[src/rtl/wsd_pkg.sv]
package wsd_pkg;

  typedef enum logic [2:0] {
    PH_HUNT,
    PH_LEN,
    PH_EXT16,
    PH_EXT64,
    PH_MASK,
    PH_PAYLOAD
  } wsd_phase_e;

  // Opcode values matched on the low seven bits
  localparam logic [6:0] OPC_CONT   = 7'h00;
  localparam logic [6:0] OPC_TEXT   = 7'h01;
  localparam logic [6:0] OPC_BINARY = 7'h02;

  // Seven-bit length codes that announce an extended length
  localparam logic [6:0] LEN_EXT16 = 7'd126;
  localparam logic [6:0] LEN_EXT64 = 7'd127;

  localparam logic [2:0] EXT16_LAST = 3'd1;
  localparam logic [2:0] EXT64_LAST = 3'd7;
  localparam logic [2:0] MASK_LAST  = 3'd3;

  typedef struct packed {
    logic empty_frame;
    logic last_byte;
  } wsd_flags_t;

endpackage

[src/rtl/wsd_front.sv]
// Header parser: hunts for an opcode, decodes length and mask key, and tags
// each payload byte with its key byte.
module wsd_front #(
  parameter int LENGTH_WIDTH = 64
) (
  input  logic                    clk_i,
  input  logic                    rst_ni,
  input  logic                    in_valid_i,
  input  logic [7:0]              rx_byte_i,
  input  logic                    expect_start_i,
  output logic                    wr_o,
  output logic [7:0]              data_o,
  output logic [7:0]              key_o,
  output logic [7:0]              opcode_o,
  output logic [LENGTH_WIDTH-1:0] len_o,
  output wsd_pkg::wsd_flags_t     flags_o
);

  localparam int LW = LENGTH_WIDTH;

  wsd_pkg::wsd_phase_e phase_q, phase_d;
  logic [2:0]    cnt_q, cnt_d;
  logic [LW-1:0] len_q, len_d;
  logic          ovf_q, ovf_d;
  logic [LW-1:0] left_q, left_d;
  logic [31:0]   key_q, key_d;
  logic [1:0]    kidx_q, kidx_d;
  logic          masked_q, masked_d;
  logic [7:0]    opc_q, opc_d;

  logic [6:0]    low7;
  logic          hunt_hit;
  logic          is_len, is_ext, len_short, ext_end, mask_end;
  logic [LW+7:0] shifted;
  logic [LW-1:0] ext_val, len_sat, known_val, begin_len;
  logic          ext_ovf, len_known, known_mask, begin_pay, hdr_empty, pay_last;
  logic          is_pay;

  // Header decode conditions
  always_comb begin
    low7      = rx_byte_i[6:0];
    hunt_hit  = expect_start_i ? (low7 inside {wsd_pkg::OPC_TEXT, wsd_pkg::OPC_BINARY})
                               : (low7 == wsd_pkg::OPC_CONT);
    is_len    = (phase_q == wsd_pkg::PH_LEN);
    is_ext    = (phase_q == wsd_pkg::PH_EXT16) || (phase_q == wsd_pkg::PH_EXT64);
    is_pay    = (phase_q == wsd_pkg::PH_PAYLOAD);
    len_short = is_len && !(low7 inside {wsd_pkg::LEN_EXT16, wsd_pkg::LEN_EXT64});
    ext_end   = ((phase_q == wsd_pkg::PH_EXT16) && (cnt_q == wsd_pkg::EXT16_LAST)) ||
                ((phase_q == wsd_pkg::PH_EXT64) && (cnt_q == wsd_pkg::EXT64_LAST));
    mask_end  = (phase_q == wsd_pkg::PH_MASK) && (cnt_q == wsd_pkg::MASK_LAST);
    shifted   = {len_q, rx_byte_i};
    ext_val   = shifted[LW-1:0];
    ext_ovf   = ovf_q | (|shifted[LW+7:LW]);
    len_sat   = ext_ovf ? {LW{1'b1}} : ext_val;
    len_known = len_short | (is_ext & ext_end);
    known_val = is_len ? LW'(low7) : len_sat;
    known_mask = is_len ? rx_byte_i[7] : masked_q;
    begin_pay = (len_known & ~known_mask) | mask_end;
    begin_len = mask_end ? len_q : known_val;
    hdr_empty = begin_pay && (begin_len == '0);
    pay_last  = is_pay && (left_q == LW'(1));
  end

  // Next state
  always_comb begin
    phase_d = phase_q;
    if (in_valid_i) begin
      case (phase_q)
        wsd_pkg::PH_HUNT: begin
          phase_d = hunt_hit ? wsd_pkg::PH_LEN : wsd_pkg::PH_HUNT;
        end
        wsd_pkg::PH_LEN: begin
          if (low7 == wsd_pkg::LEN_EXT16) begin
            phase_d = wsd_pkg::PH_EXT16;
          end else if (low7 == wsd_pkg::LEN_EXT64) begin
            phase_d = wsd_pkg::PH_EXT64;
          end else if (known_mask) begin
            phase_d = wsd_pkg::PH_MASK;
          end else begin
            phase_d = hdr_empty ? wsd_pkg::PH_HUNT : wsd_pkg::PH_PAYLOAD;
          end
        end
        wsd_pkg::PH_EXT16, wsd_pkg::PH_EXT64: begin
          if (ext_end) begin
            if (masked_q) begin
              phase_d = wsd_pkg::PH_MASK;
            end else begin
              phase_d = hdr_empty ? wsd_pkg::PH_HUNT : wsd_pkg::PH_PAYLOAD;
            end
          end
        end
        wsd_pkg::PH_MASK: begin
          if (mask_end) begin
            phase_d = hdr_empty ? wsd_pkg::PH_HUNT : wsd_pkg::PH_PAYLOAD;
          end
        end
        wsd_pkg::PH_PAYLOAD: begin
          if (pay_last) begin
            phase_d = wsd_pkg::PH_HUNT;
          end
        end
        default: phase_d = wsd_pkg::PH_HUNT;
      endcase
    end
  end

  // Result outputs
  always_comb begin
    wr_o                  = in_valid_i & (hdr_empty | is_pay);
    data_o                = is_pay ? rx_byte_i : 8'h00;
    key_o                 = is_pay ? key_q[{~kidx_q, 3'b000} +: 8] : 8'h00;
    opcode_o              = opc_q;
    len_o                 = is_pay ? len_q : begin_len;
    flags_o.empty_frame   = ~is_pay;
    flags_o.last_byte     = ~is_pay | pay_last;
  end

  // Datapath next values
  always_comb begin
    cnt_d    = cnt_q;
    len_d    = len_q;
    ovf_d    = ovf_q;
    left_d   = left_q;
    key_d    = key_q;
    kidx_d   = kidx_q;
    masked_d = masked_q;
    opc_d    = opc_q;
    if (in_valid_i) begin
      case (phase_q)
        wsd_pkg::PH_HUNT: begin
          if (hunt_hit) begin
            opc_d = rx_byte_i;
          end
        end
        wsd_pkg::PH_LEN: begin
          masked_d = rx_byte_i[7];
          key_d    = '0;
          cnt_d    = '0;
          ovf_d    = 1'b0;
          len_d    = len_short ? LW'(low7) : '0;
        end
        wsd_pkg::PH_EXT16, wsd_pkg::PH_EXT64: begin
          ovf_d = ext_ovf;
          if (ext_end) begin
            len_d = len_sat;
            cnt_d = '0;
          end else begin
            len_d = ext_val;
            cnt_d = cnt_q + 3'd1;
          end
        end
        wsd_pkg::PH_MASK: begin
          key_d = {key_q[23:0], rx_byte_i};
          cnt_d = mask_end ? 3'd0 : cnt_q + 3'd1;
        end
        wsd_pkg::PH_PAYLOAD: begin
          kidx_d = kidx_q + 2'd1;
          left_d = left_q - LW'(1);
        end
        default: ;
      endcase
      if (begin_pay) begin
        left_d = begin_len;
        kidx_d = '0;
      end
    end
  end

  always_ff @(posedge clk_i or negedge rst_ni) begin
    if (!rst_ni) begin
      phase_q  <= wsd_pkg::PH_HUNT;
      cnt_q    <= '0;
      len_q    <= '0;
      ovf_q    <= 1'b0;
      left_q   <= '0;
      key_q    <= '0;
      kidx_q   <= '0;
      masked_q <= 1'b0;
      opc_q    <= '0;
    end else begin
      phase_q  <= phase_d;
      cnt_q    <= cnt_d;
      len_q    <= len_d;
      ovf_q    <= ovf_d;
      left_q   <= left_d;
      key_q    <= key_d;
      kidx_q   <= kidx_d;
      masked_q <= masked_d;
      opc_q    <= opc_d;
    end
  end

endmodule

[src/rtl/wsd_fifo.sv]
// Short queue between the parser and the output stage.
module wsd_fifo #(
  parameter int WIDTH = 8,
  parameter int DEPTH = 4
) (
  input  logic             clk_i,
  input  logic             rst_ni,
  input  logic             wr_i,
  input  logic [WIDTH-1:0] wdata_i,
  input  logic             rd_i,
  output logic [WIDTH-1:0] rdata_o,
  output logic             full_o,
  output logic             empty_o
);

  localparam int AW = (DEPTH > 1) ? $clog2(DEPTH) : 1;
  localparam int CW = $clog2(DEPTH + 1);

  logic [WIDTH-1:0] mem_q [DEPTH];
  logic [AW-1:0]    wptr_q, rptr_q;
  logic [CW-1:0]    cnt_q;
  logic             do_wr, do_rd;

  assign full_o  = (cnt_q == CW'(DEPTH));
  assign empty_o = (cnt_q == '0);
  assign do_wr   = wr_i & ~full_o;
  assign do_rd   = rd_i & ~empty_o;
  assign rdata_o = mem_q[rptr_q];

  always_ff @(posedge clk_i) begin
    if (do_wr) begin
      mem_q[wptr_q] <= wdata_i;
    end
  end

  always_ff @(posedge clk_i or negedge rst_ni) begin
    if (!rst_ni) begin
      wptr_q <= '0;
      rptr_q <= '0;
      cnt_q  <= '0;
    end else begin
      if (do_wr) begin
        wptr_q <= (wptr_q == AW'(DEPTH - 1)) ? '0 : wptr_q + AW'(1);
      end
      if (do_rd) begin
        rptr_q <= (rptr_q == AW'(DEPTH - 1)) ? '0 : rptr_q + AW'(1);
      end
      case ({do_wr, do_rd})
        2'b10:   cnt_q <= cnt_q + CW'(1);
        2'b01:   cnt_q <= cnt_q - CW'(1);
        default: cnt_q <= cnt_q;
      endcase
    end
  end

endmodule

[src/rtl/wsd_back.sv]
// Output stage: unmasks the payload byte and holds the result for pop.
module wsd_back #(
  parameter int LENGTH_WIDTH = 64
) (
  input  logic                    clk_i,
  input  logic                    rst_ni,
  input  logic                    q_empty_i,
  input  logic [7:0]              q_data_i,
  input  logic [7:0]              q_key_i,
  input  logic [7:0]              q_opcode_i,
  input  logic [LENGTH_WIDTH-1:0] q_len_i,
  input  wsd_pkg::wsd_flags_t     q_flags_i,
  output logic                    q_rd_o,
  input  logic                    pop,
  output logic                    empty,
  output logic [7:0]              payload_byte_o,
  output logic [7:0]              frame_opcode_o,
  output logic [63:0]             payload_length_o,
  output logic                    empty_frame_o,
  output logic                    last_byte_o
);

  logic                    ov_q;
  logic [7:0]              byte_q, opc_q;
  logic [LENGTH_WIDTH-1:0] len_q;
  wsd_pkg::wsd_flags_t     flags_q;

  assign q_rd_o = ~q_empty_i & (~ov_q | pop);

  always_ff @(posedge clk_i or negedge rst_ni) begin
    if (!rst_ni) begin
      ov_q <= 1'b0;
    end else if (q_rd_o) begin
      ov_q <= 1'b1;
    end else if (pop) begin
      ov_q <= 1'b0;
    end
  end

  always_ff @(posedge clk_i) begin
    if (q_rd_o) begin
      byte_q  <= q_data_i ^ q_key_i;
      opc_q   <= q_opcode_i;
      len_q   <= q_len_i;
      flags_q <= q_flags_i;
    end
  end

  assign empty            = ~ov_q;
  assign payload_byte_o   = byte_q;
  assign frame_opcode_o   = opc_q;
  assign payload_length_o = 64'(len_q);
  assign empty_frame_o    = flags_q.empty_frame;
  assign last_byte_o      = flags_q.last_byte;

endmodule

[src/rtl/websocket_frame_deframer_top.sv]
// Channel | Dir | Handshake               | Beat
// --------+-----+-------------------------+-------------------------------------------
// rx      | in  | push / full             | rx_byte_i, expect_start_i
// result  | out | empty / pop             | payload_byte_o, frame_opcode_o,
//         |     |                         | payload_length_o, empty_frame_o, last_byte_o
//
// One received byte is taken per clock while full is low, so header and payload
// bytes stream at one beat per clock.
// A result reaches the output by way of parser -> queue -> output register.
// full rises only when the queue between parser and output stage is full,
// i.e. when pop has been held off for QUEUE_DEPTH + 1 results.
// Asynchronous active-low reset returns the parser to hunting and empties the queue.
module websocket_frame_deframer_top #(
  parameter int LENGTH_WIDTH = 64,  // stored length width, 16..64; longer lengths saturate
  parameter int QUEUE_DEPTH  = 4    // entries between parser and output stage, >= 2
) (
  input  logic        clk_i,
  input  logic        rst_ni,
  input  logic        push,
  output logic        full,
  input  logic [7:0]  rx_byte_i,
  input  logic        expect_start_i,
  output logic        empty,
  input  logic        pop,
  output logic [7:0]  payload_byte_o,
  output logic [7:0]  frame_opcode_o,
  output logic [63:0] payload_length_o,
  output logic        empty_frame_o,
  output logic        last_byte_o
);

  localparam int FW = $bits(wsd_pkg::wsd_flags_t);
  // queue entry: opcode, raw byte, key byte, length, flags
  localparam int EW = 24 + LENGTH_WIDTH + FW;

  logic                    in_acc;
  logic                    f_wr;
  logic [7:0]              f_data, f_key, f_opc;
  logic [LENGTH_WIDTH-1:0] f_len;
  wsd_pkg::wsd_flags_t     f_flags;

  logic [EW-1:0]           q_wdata, q_rdata;
  logic                    q_rd, q_empty;

  logic [7:0]              h_data, h_key, h_opc;
  logic [LENGTH_WIDTH-1:0] h_len;
  wsd_pkg::wsd_flags_t     h_flags;

  // Accepted input beat; the parser only advances on these.
  assign in_acc = push & ~full;

  wsd_front #(
    .LENGTH_WIDTH (LENGTH_WIDTH)
  ) u_front (
    .clk_i          (clk_i),
    .rst_ni         (rst_ni),
    .in_valid_i     (in_acc),
    .rx_byte_i      (rx_byte_i),
    .expect_start_i (expect_start_i),
    .wr_o           (f_wr),
    .data_o         (f_data),
    .key_o          (f_key),
    .opcode_o       (f_opc),
    .len_o          (f_len),
    .flags_o        (f_flags)
  );

  assign q_wdata = {f_opc, f_data, f_key, f_len, f_flags};

  // Unmasking is deferred to the output stage; the queue carries the key byte.
  wsd_fifo #(
    .WIDTH (EW),
    .DEPTH (QUEUE_DEPTH)
  ) u_fifo (
    .clk_i   (clk_i),
    .rst_ni  (rst_ni),
    .wr_i    (f_wr),
    .wdata_i (q_wdata),
    .rd_i    (q_rd),
    .rdata_o (q_rdata),
    .full_o  (full),
    .empty_o (q_empty)
  );

  assign {h_opc, h_data, h_key, h_len, h_flags} = q_rdata;

  wsd_back #(
    .LENGTH_WIDTH (LENGTH_WIDTH)
  ) u_back (
    .clk_i            (clk_i),
    .rst_ni           (rst_ni),
    .q_empty_i        (q_empty),
    .q_data_i         (h_data),
    .q_key_i          (h_key),
    .q_opcode_i       (h_opc),
    .q_len_i          (h_len),
    .q_flags_i        (h_flags),
    .q_rd_o           (q_rd),
    .pop              (pop),
    .empty            (empty),
    .payload_byte_o   (payload_byte_o),
    .frame_opcode_o   (frame_opcode_o),
    .payload_length_o (payload_length_o),
    .empty_frame_o    (empty_frame_o),
    .last_byte_o      (last_byte_o)
  );

endmodule

[config.mk]
export PLATFORM = sky130hd
export DESIGN_NAME = websocket_frame_deframer_top
export DESIGN_NICKNAME = d
export VERILOG_FILES = /design/src/rtl/wsd_pkg.sv /design/src/rtl/wsd_front.sv /design/src/rtl/wsd_fifo.sv /design/src/rtl/wsd_back.sv /design/src/rtl/websocket_frame_deframer_top.sv
export SDC_FILE = /design/constraint.sdc
export NUM_CORES = 1
export LEC_CHECK = 0
export ABC_AREA = 1
export BUFFER_PORTS_ARGS = -buffer_cell sky130_fd_sc_hd__buf_2
export CORE_UTILIZATION = 25
export CTS_BUF_LIST = sky130_fd_sc_hd__clkbuf_4 sky130_fd_sc_hd__clkbuf_8
export DETAILED_ROUTE_END_ITERATION = 7
export MAX_ROUTING_LAYER = met4
export SETUP_SLACK_MARGIN = 0.15
export SKIP_LAST_GASP = 1
export SYNTH_ARGS = -nofsm -noshare
export SYNTH_HDL_FRONTEND = slang
export SYNTH_SLANG_ARGS = --single-unit
[constraint.sdc]
create_clock -name clk_i -period 8.4 [get_ports clk_i]
set_clock_uncertainty 0.1 [all_clocks]
set_input_delay 0.42 -clock clk_i [delete_from_list [all_inputs] [get_ports clk_i]]
set_output_delay 0.42 -clock clk_i [all_outputs]
set_load 0.05 [all_outputs]
Word level (Yosys, flattened, before mapping) --
Memories as Yosys holds them, arrays and structs flattened. Cells that the tools add are included.
Storage, ports and cells: register bits after elaboration 268, memory bits (writable) 360, word-level logic and storage cells 134, memories 1
Cells by class: add/subtract/negate cells 7, equality and inequality tests 21, shifts and indexed selects 1, muxes and demuxes 37, bitwise gates (word level) 20, reduce and logical (&&, ||, !) cells 29
Memory list:
- u_fifo.mem_q | depth 4, bits a word 90, rd ports 1, clocked after Yosys merged registers in 0, write ports 1, RTL line wsd_fifo.sv:19 | logic [WIDTH-1:0] mem_q [DEPTH];
Operators by type and width (count):
- 2-to-1 mux 64 bit | 7
- case mux 64 bit (2 select lines) | 1
- equality test 64 x 1 -> 1 bit (second input constant) | 1
- zero test 64 bit | 1
- case mux 32 bit (2 select lines) | 1
- subtractor 64 x 1 -> 64 bit (second input constant) | 1
- variable part select 32 x 6 -> 8 bit | 1
- 2-to-1 mux 3 bit | 10
- 2-to-1 mux 8 bit | 2
- case mux 3 bit (5 select lines) | 1
- equality test 7 bit (second input constant) | 2
- nonzero test 2 bit | 7
- equality test 3 bit (second input constant) | 4
- equality test 3 x 2 -> 1 bit (second input constant) | 3
- case mux 3 bit (3 select lines) | 1
- 2-to-1 mux 2 bit | 4
- AND reduction 2 bit | 4
- OR reduction 8 bit | 1
- bitwise XOR 8 bit | 1
- bitwise AND 1 bit | 7
- equality test 7 x 1 -> 1 bit (second input constant) | 1
- equality test 7 x 2 -> 1 bit (second input constant) | 1
- zero test 7 bit | 1
- 2-to-1 mux 1 bit | 7
- 21 further kinds | 45

Depth between registers and ports, before layout --
word-level depth 13, gate-level depth with buffers 23, mapped depth without buffers 21

Modules after synthesis --
Synthesis repeated with hierarchy kept, for this count alone.
Second synthesis, totals: cells, all modules 2952, area total of the unflattened synthesis 29385.7 um2
Modules (own cells, without submodules):
- wsd_fifo | times used 1, cells an instance 1110, area an instance 15098.2 um2, sequential area each 10985.5 um2
- wsd_front | times used 1, cells an instance 1721, area an instance 11648.7 um2, sequential area each 4454.3 um2
- wsd_back | times used 1, cells an instance 119, area an instance 2628.8 um2, sequential area each 2487.4 um2
- websocket_frame_deframer_top | times used 1, cells an instance 2, area an instance 10.0 um2, sequential area each 0.0 um2

Least setup slack after synthesis --
Ideal clock, no wire load.
path kind register to register, start point reg u_fifo.cnt_q[0], end point reg u_fifo.cnt_q[2], setup time 0.131 ns, arrival time 6.632 ns, data required time 8.169 ns, setup slack 1.537 ns, cell stages (with the launch flop) 9, buffers on the path 0, cells stage by stage dfrtp_1 > inv_1 > a31oi_1 > ha_1 > inv_1 > fa_1 > a21oi_1 > o21ai_0 > xor2_1
Between the ends: elaborated cells between the ends (all ways) 15, classes of those cells add/sub: 2; eq/ne: 3; mux: 1; bitwise: 7; reduce/logical: 2
RTL lines:
- start, declared | RTL line wsd_fifo.sv:21 | logic [CW-1:0] cnt_q;
- start signal, assigned | RTL line wsd_fifo.sv:49 | 2'b10: cnt_q <= cnt_q + CW'(1);
- start signal, assigned | RTL line wsd_fifo.sv:50 | 2'b01: cnt_q <= cnt_q - CW'(1);
- start signal, assigned | RTL line wsd_fifo.sv:51 | default: cnt_q <= cnt_q;
- zero test 3 bit * | RTL line wsd_fifo.sv:25 | assign empty_o = (cnt_q == '0);
- NOT 1 bit * | RTL line wsd_back.sv:28 | assign q_rd_o = ~q_empty_i & (~ov_q | pop);
- bitwise AND 1 bit * | RTL line wsd_back.sv:28
- named net q_rd | RTL line websocket_frame_deframer_top.sv:43 | logic q_rd, q_empty;
- bitwise AND 1 bit * | RTL line wsd_fifo.sv:27 | assign do_rd = rd_i & ~empty_o;
- equality test 2 x 1 -> 1 bit / equality test 2 bit (equally long branches) | RTL line wsd_fifo.sv:48 | case ({do_wr, do_rd})
- case mux 3 bit (2 select lines) / nonzero test 2 bit (equally long branches)
Mark *: on every way through the listed nets, which the timed path passes. The rest lies on a longest branch. A chain may end at the register's enable or synchronous reset.

Worst setup path in the final report --
start point reg u_front.cnt_q[0], end point mem u_fifo.mem_q[3][48] (netlist bit) (enable)
Between the ends: cells in the longest elaborated chain, start to end 13, elaborated cells between the ends (all ways) 19, classes of those cells eq/ne: 3; mux: 3; bitwise: 7; reduce/logical: 6
RTL lines:
- start, declared | RTL line wsd_front.sv:22 | logic [2:0] cnt_q, cnt_d;
- start signal, assigned | RTL line wsd_front.sv:182 | cnt_q <= cnt_d;
- equality test 3 x 1 -> 1 bit / equality test 3 bit (equally long branches) | RTL line wsd_front.sv:48, wsd_front.sv:49
- logical AND 1 bit (on tied branches) | RTL line wsd_front.sv:48, wsd_front.sv:49
- logical OR 1 bit | RTL line wsd_front.sv:48 | ext_end = ((phase_q == wsd_pkg::PH_EXT16) && (cnt_q == wsd_pkg::EXT16_LAST)) ||
- bitwise AND 1 bit | RTL line wsd_front.sv:55 | len_known = len_short | (is_ext & ext_end);
- OR 1 bit | RTL line wsd_front.sv:55
- bitwise AND 1 bit | RTL line wsd_front.sv:58 | begin_pay = (len_known & ~known_mask) | mask_end;
- OR 1 bit | RTL line wsd_front.sv:58
- logical AND 1 bit * | RTL line wsd_front.sv:60 | hdr_empty = begin_pay && (begin_len == '0);
- OR 1 bit * | RTL line wsd_front.sv:109 | wr_o = in_valid_i & (hdr_empty | is_pay);
- bitwise AND 1 bit * | RTL line wsd_front.sv:109
- bitwise AND 1 bit * | RTL line wsd_fifo.sv:26 | assign do_wr = wr_i & ~full_o;
- 2-to-1 mux 1 bit * | RTL line wsd_fifo.sv:31 | if (do_wr) begin
- 2-to-1 mux 1 bit (not written as such) * | RTL line wsd_fifo.sv:32 | mem_q[wptr_q] <= wdata_i;
- end, declared | RTL line wsd_fifo.sv:19
Mark *: on every way between the ends. The rest lies on a longest branch, timed or not.

==> flow_summary.ini <==
[status]
status = finished clean

[clock_tree]
cts.sinks = 628
numCtsBuffers = 92
clk_pin_slew_ns = 0.07
cts_tree = built
htree_num_levels = 3
clock_latency_ns = 0.74
cts_buffer_depth = 3
root_buffer = clkbuf_8

[critical_path]
reg2reg_from = u_front.cnt_q[0]
cp_max_fo = 55
worstSetupPathType = flip-flop to flip-flop
critical_path.startpoint = u_front.cnt_q[0]
cp-start-kind = flip-flop
cp-end-kind = flip-flop
required_ns = 8.63
crit_arrival_ns = 5.73

[cells_and_area]
layout-drive-gt1-share_pct = 11.2
design_area_sq_um = 31800
syn_to_final_growth_pct = 14.9
final_nets = 2814
post-route-util_pct = 29.1

[routing]
drt-total-wl_microns = 74200
dr.pass1.iters = 6
drc_errors = 0
avgRoutedWirePerCell_microns = 17.1
viasPerCell = 4.68
drt_iter0_markers = 2228
routed-via-count = 20338
ant_nets = 0

[placement]
place.gp.congestion = 0.930
detailed_place.area_sq_um = 29700
place_hpwl_microns = 47400
portBuffers = 96

[logic_synthesis]
ys_ff_latch = 628
synth_area_sq_um = 27600
synthArstFlopShare_pct = 29.6
synth_top_area_cell = edfxtp_1
synthCells = 2712
synth-main-ff-cell = edfxtp_1
synth_nets = 2738
synth-edff-count = 442
yosysWarnings = 0
yosysMostFrequentCell = edfxtp_1
synth_top_area_share_pct = 48.0
synth.top_cells.by_count = 442 x edfxtp_1, 439 x nor2_1, 374 x nand2_1
yosysUniqueCellTypes = 43
yosys-top-cells-area = edfxtp_1 48%, dfrtp_1 17%, nor2_1 6.0%, o21ai_0 5.7%, nand2_1 5.1%
synth_seq_area_share_pct = 64.9
avgSynthCellArea_sq_um = 10.2

[flow_run]
maxCapViolCount = 0

[sta]
rsz0062_at_grt = false
tightest_slew_ns = 1.07
tns_ns = 0
finalHoldViolCount = 0
maxSlewViolCount = 0
min_period_ns = 5.50
finalSetupViolCount = 0
whs_ns = 0.110
slew_headroom_pct = 28.8
max_clock_freq_ghz = 0.182
period_share_pct = 65.5

[grt]
grt_pass1_vias = 19241
grt_overflow = 0
grt_pass1_wl_microns = 114000
grt_max_degree = 97
grt_antenna_before_repair = 2
track_usage_pct = 13.4

[power]
leakagePower_nw = 12.0
p_per_area_nw_per_um2 = 402
ir_drop_mv = 0.148

[floorplan]
start_util_pct = 25.3
die_h_microns = 335
rows = 121
ioPinCount = 97
core_sq_um = 109000
dieArea_sq_um = 112000
fp.dieW_microns = 335

[min_path]
hold_start = push
hp-class = input port to flip-flop
-- stage by stage --
| step | worst slack, ns | cells | total power [mW] |
|---|---|---|---|
| 6_report | 2.90 | 4348 | 12.8 |
| 2_1_floorplan | 1.54 | 2712 | 8.53 |
| 5_1_grt | 2.51 | 4347 | 13.5 |
| 4_1_cts | 2.92 | 4344 | 12.8 |
| 3_3_place_gp | 3.01 | 4161 | 10.1 |
| 3_5_place_dp | 2.96 | 4161 | 10.2 |
-- flip-flops by register name, summed over array words and instances (netlist names) --
signal / count
u_front.phase_q: 3
u_fifo.wptr_q: 2
u_fifo.mem_q: 360
u_front.left_q: 64
u_front.ovf_q: 1
u_front.opcode_o: 8
u_back.empty_frame_o: 1
u_front.kidx_q: 2
u_front.len_q: 64
u_fifo.rptr_q: 2
u_front.cnt_q: 3
u_back.ov_q: 1
u_front.key_q: 32
u_back.last_byte_o: 1
u_back.payload_byte_o: 8
u_back.frame_opcode_o: 8
u_back.payload_length_o: 64
u_fifo.cnt_q: 3
u_front.masked_q: 1
-- area by class of cell --
type	instances	area [sq um]
inverter	246	926
tap	1476	1850
sequential	628	17900
multi-input combinational	1689	8270
clock buffer	130	1630
timing repair buffer	131	812
antenna	4	10.0
fill	11403	77500
clock inverter	44	340
-- cells in the final DEF (no fill, tap or decap), types with 5 or more instances in the layout --
cell and instances:
nand3_1 61, ha_1 12, nor3_1 20, o21ai_0 314, nor2_2 5, a21oi_1 71, edfxtp_1 442, inv_2 11
buf_2 95, clkbuf_4 25, nor4_1 5, dlygate4sd3_1 9, a31oi_1 10, o22ai_1 205, dfrtp_1 184, o21ai_1 56
a22oi_1 20, nor2_4 8, nand4_1 14, inv_1 232, clkinv_1 17, buf_4 23, clkbuf_8 106, xor2_1 50
clkinv_2 16, nand2_1 373, nor2_1 432
-- logic make-up (layout without fill, tap and decap cells) --
family / count (synthesis) / after routing / share of synthesized area [%]
and+or+nand+nor: 927 / 927 / 13.3
AOI/OAI and AO/OA: 695 / 695 / 13.9
DFF: 628 / 628 / 64.9
buffers and inverters: 395 / 551 / 5.56
xor gates and xnor gates: 53 / 53 / 1.68
adders and majority gates: 13 / 13 / 0.616
muxes: 1 / 1 / 0.0407
other: 0 / 4 / 0
-- worst paths after layout --
kind	slack (ns)	cells after the start	to
setup reg to reg	2.90	16	u_fifo.mem_q[3][48]
max in group asynchronous	6.40	3	u_fifo.rptr_q[0]
min in group asynchronous	0.35	2	u_front.left_q[43]
hold reg to reg	0.40	1	u_front.left_q[17]
setup / recovery	2.90	16	u_fifo.mem_q[3][48]
hold / removal	0.11	5	u_fifo.wptr_q[1]
-- critical path, cell delays in order (launching register included) --
cell and delay [ns]:
dfrtp_1 0.41, ha_1 0.23, ha_1 0.21, nand3_2 0.40
inv_1 0.47, buf_4 0.40, a22oi_1 0.34, nand2_1 0.10
nor2_1 0.16, nand2_1 0.10, nor2_1 0.18, nand3_1 0.23
nand2_2 0.15, nand2_2 0.17, nor2_4 0.13, buf_4 0.48
buf_4 0.73
-- per-layer routing --
| metal | global-route usage [%] | vias to the layer above | share of wire (%) |
|---|---|---|---|
| met2 | 20.6 | 683 | 47 |
| met5 | - | - | 0 |
| met3 | 2.20 | 110 | 6.4 |
| met4 | 3.89 | 0 | 2.2 |
| met1 | 18.0 | 9969 | 45 |
| li1 | - | 9576 | - |
-- power breakdown --
group / leakage [nW] / switching, mW / internal (mW)
combinational: 4.45 / 4.05 / 1.29
clock: 1.04 / 1.20 / 1.39
sequential: 6.55 / 0.375 / 4.44
-- timing repair --
| item | 4_1_cts | 5_1_grt |
|---|---|---|
| resized for setup | 0 | 0 |
| endpoints found under the hold margin | 103 | 0 |
| hold buffers | 9 | 0 |
| setup buffers | 0 | 0 |
| endpoints found under the setup margin | 0 | 0 |
No activity file was read; power rests on OpenSTA's default activity.
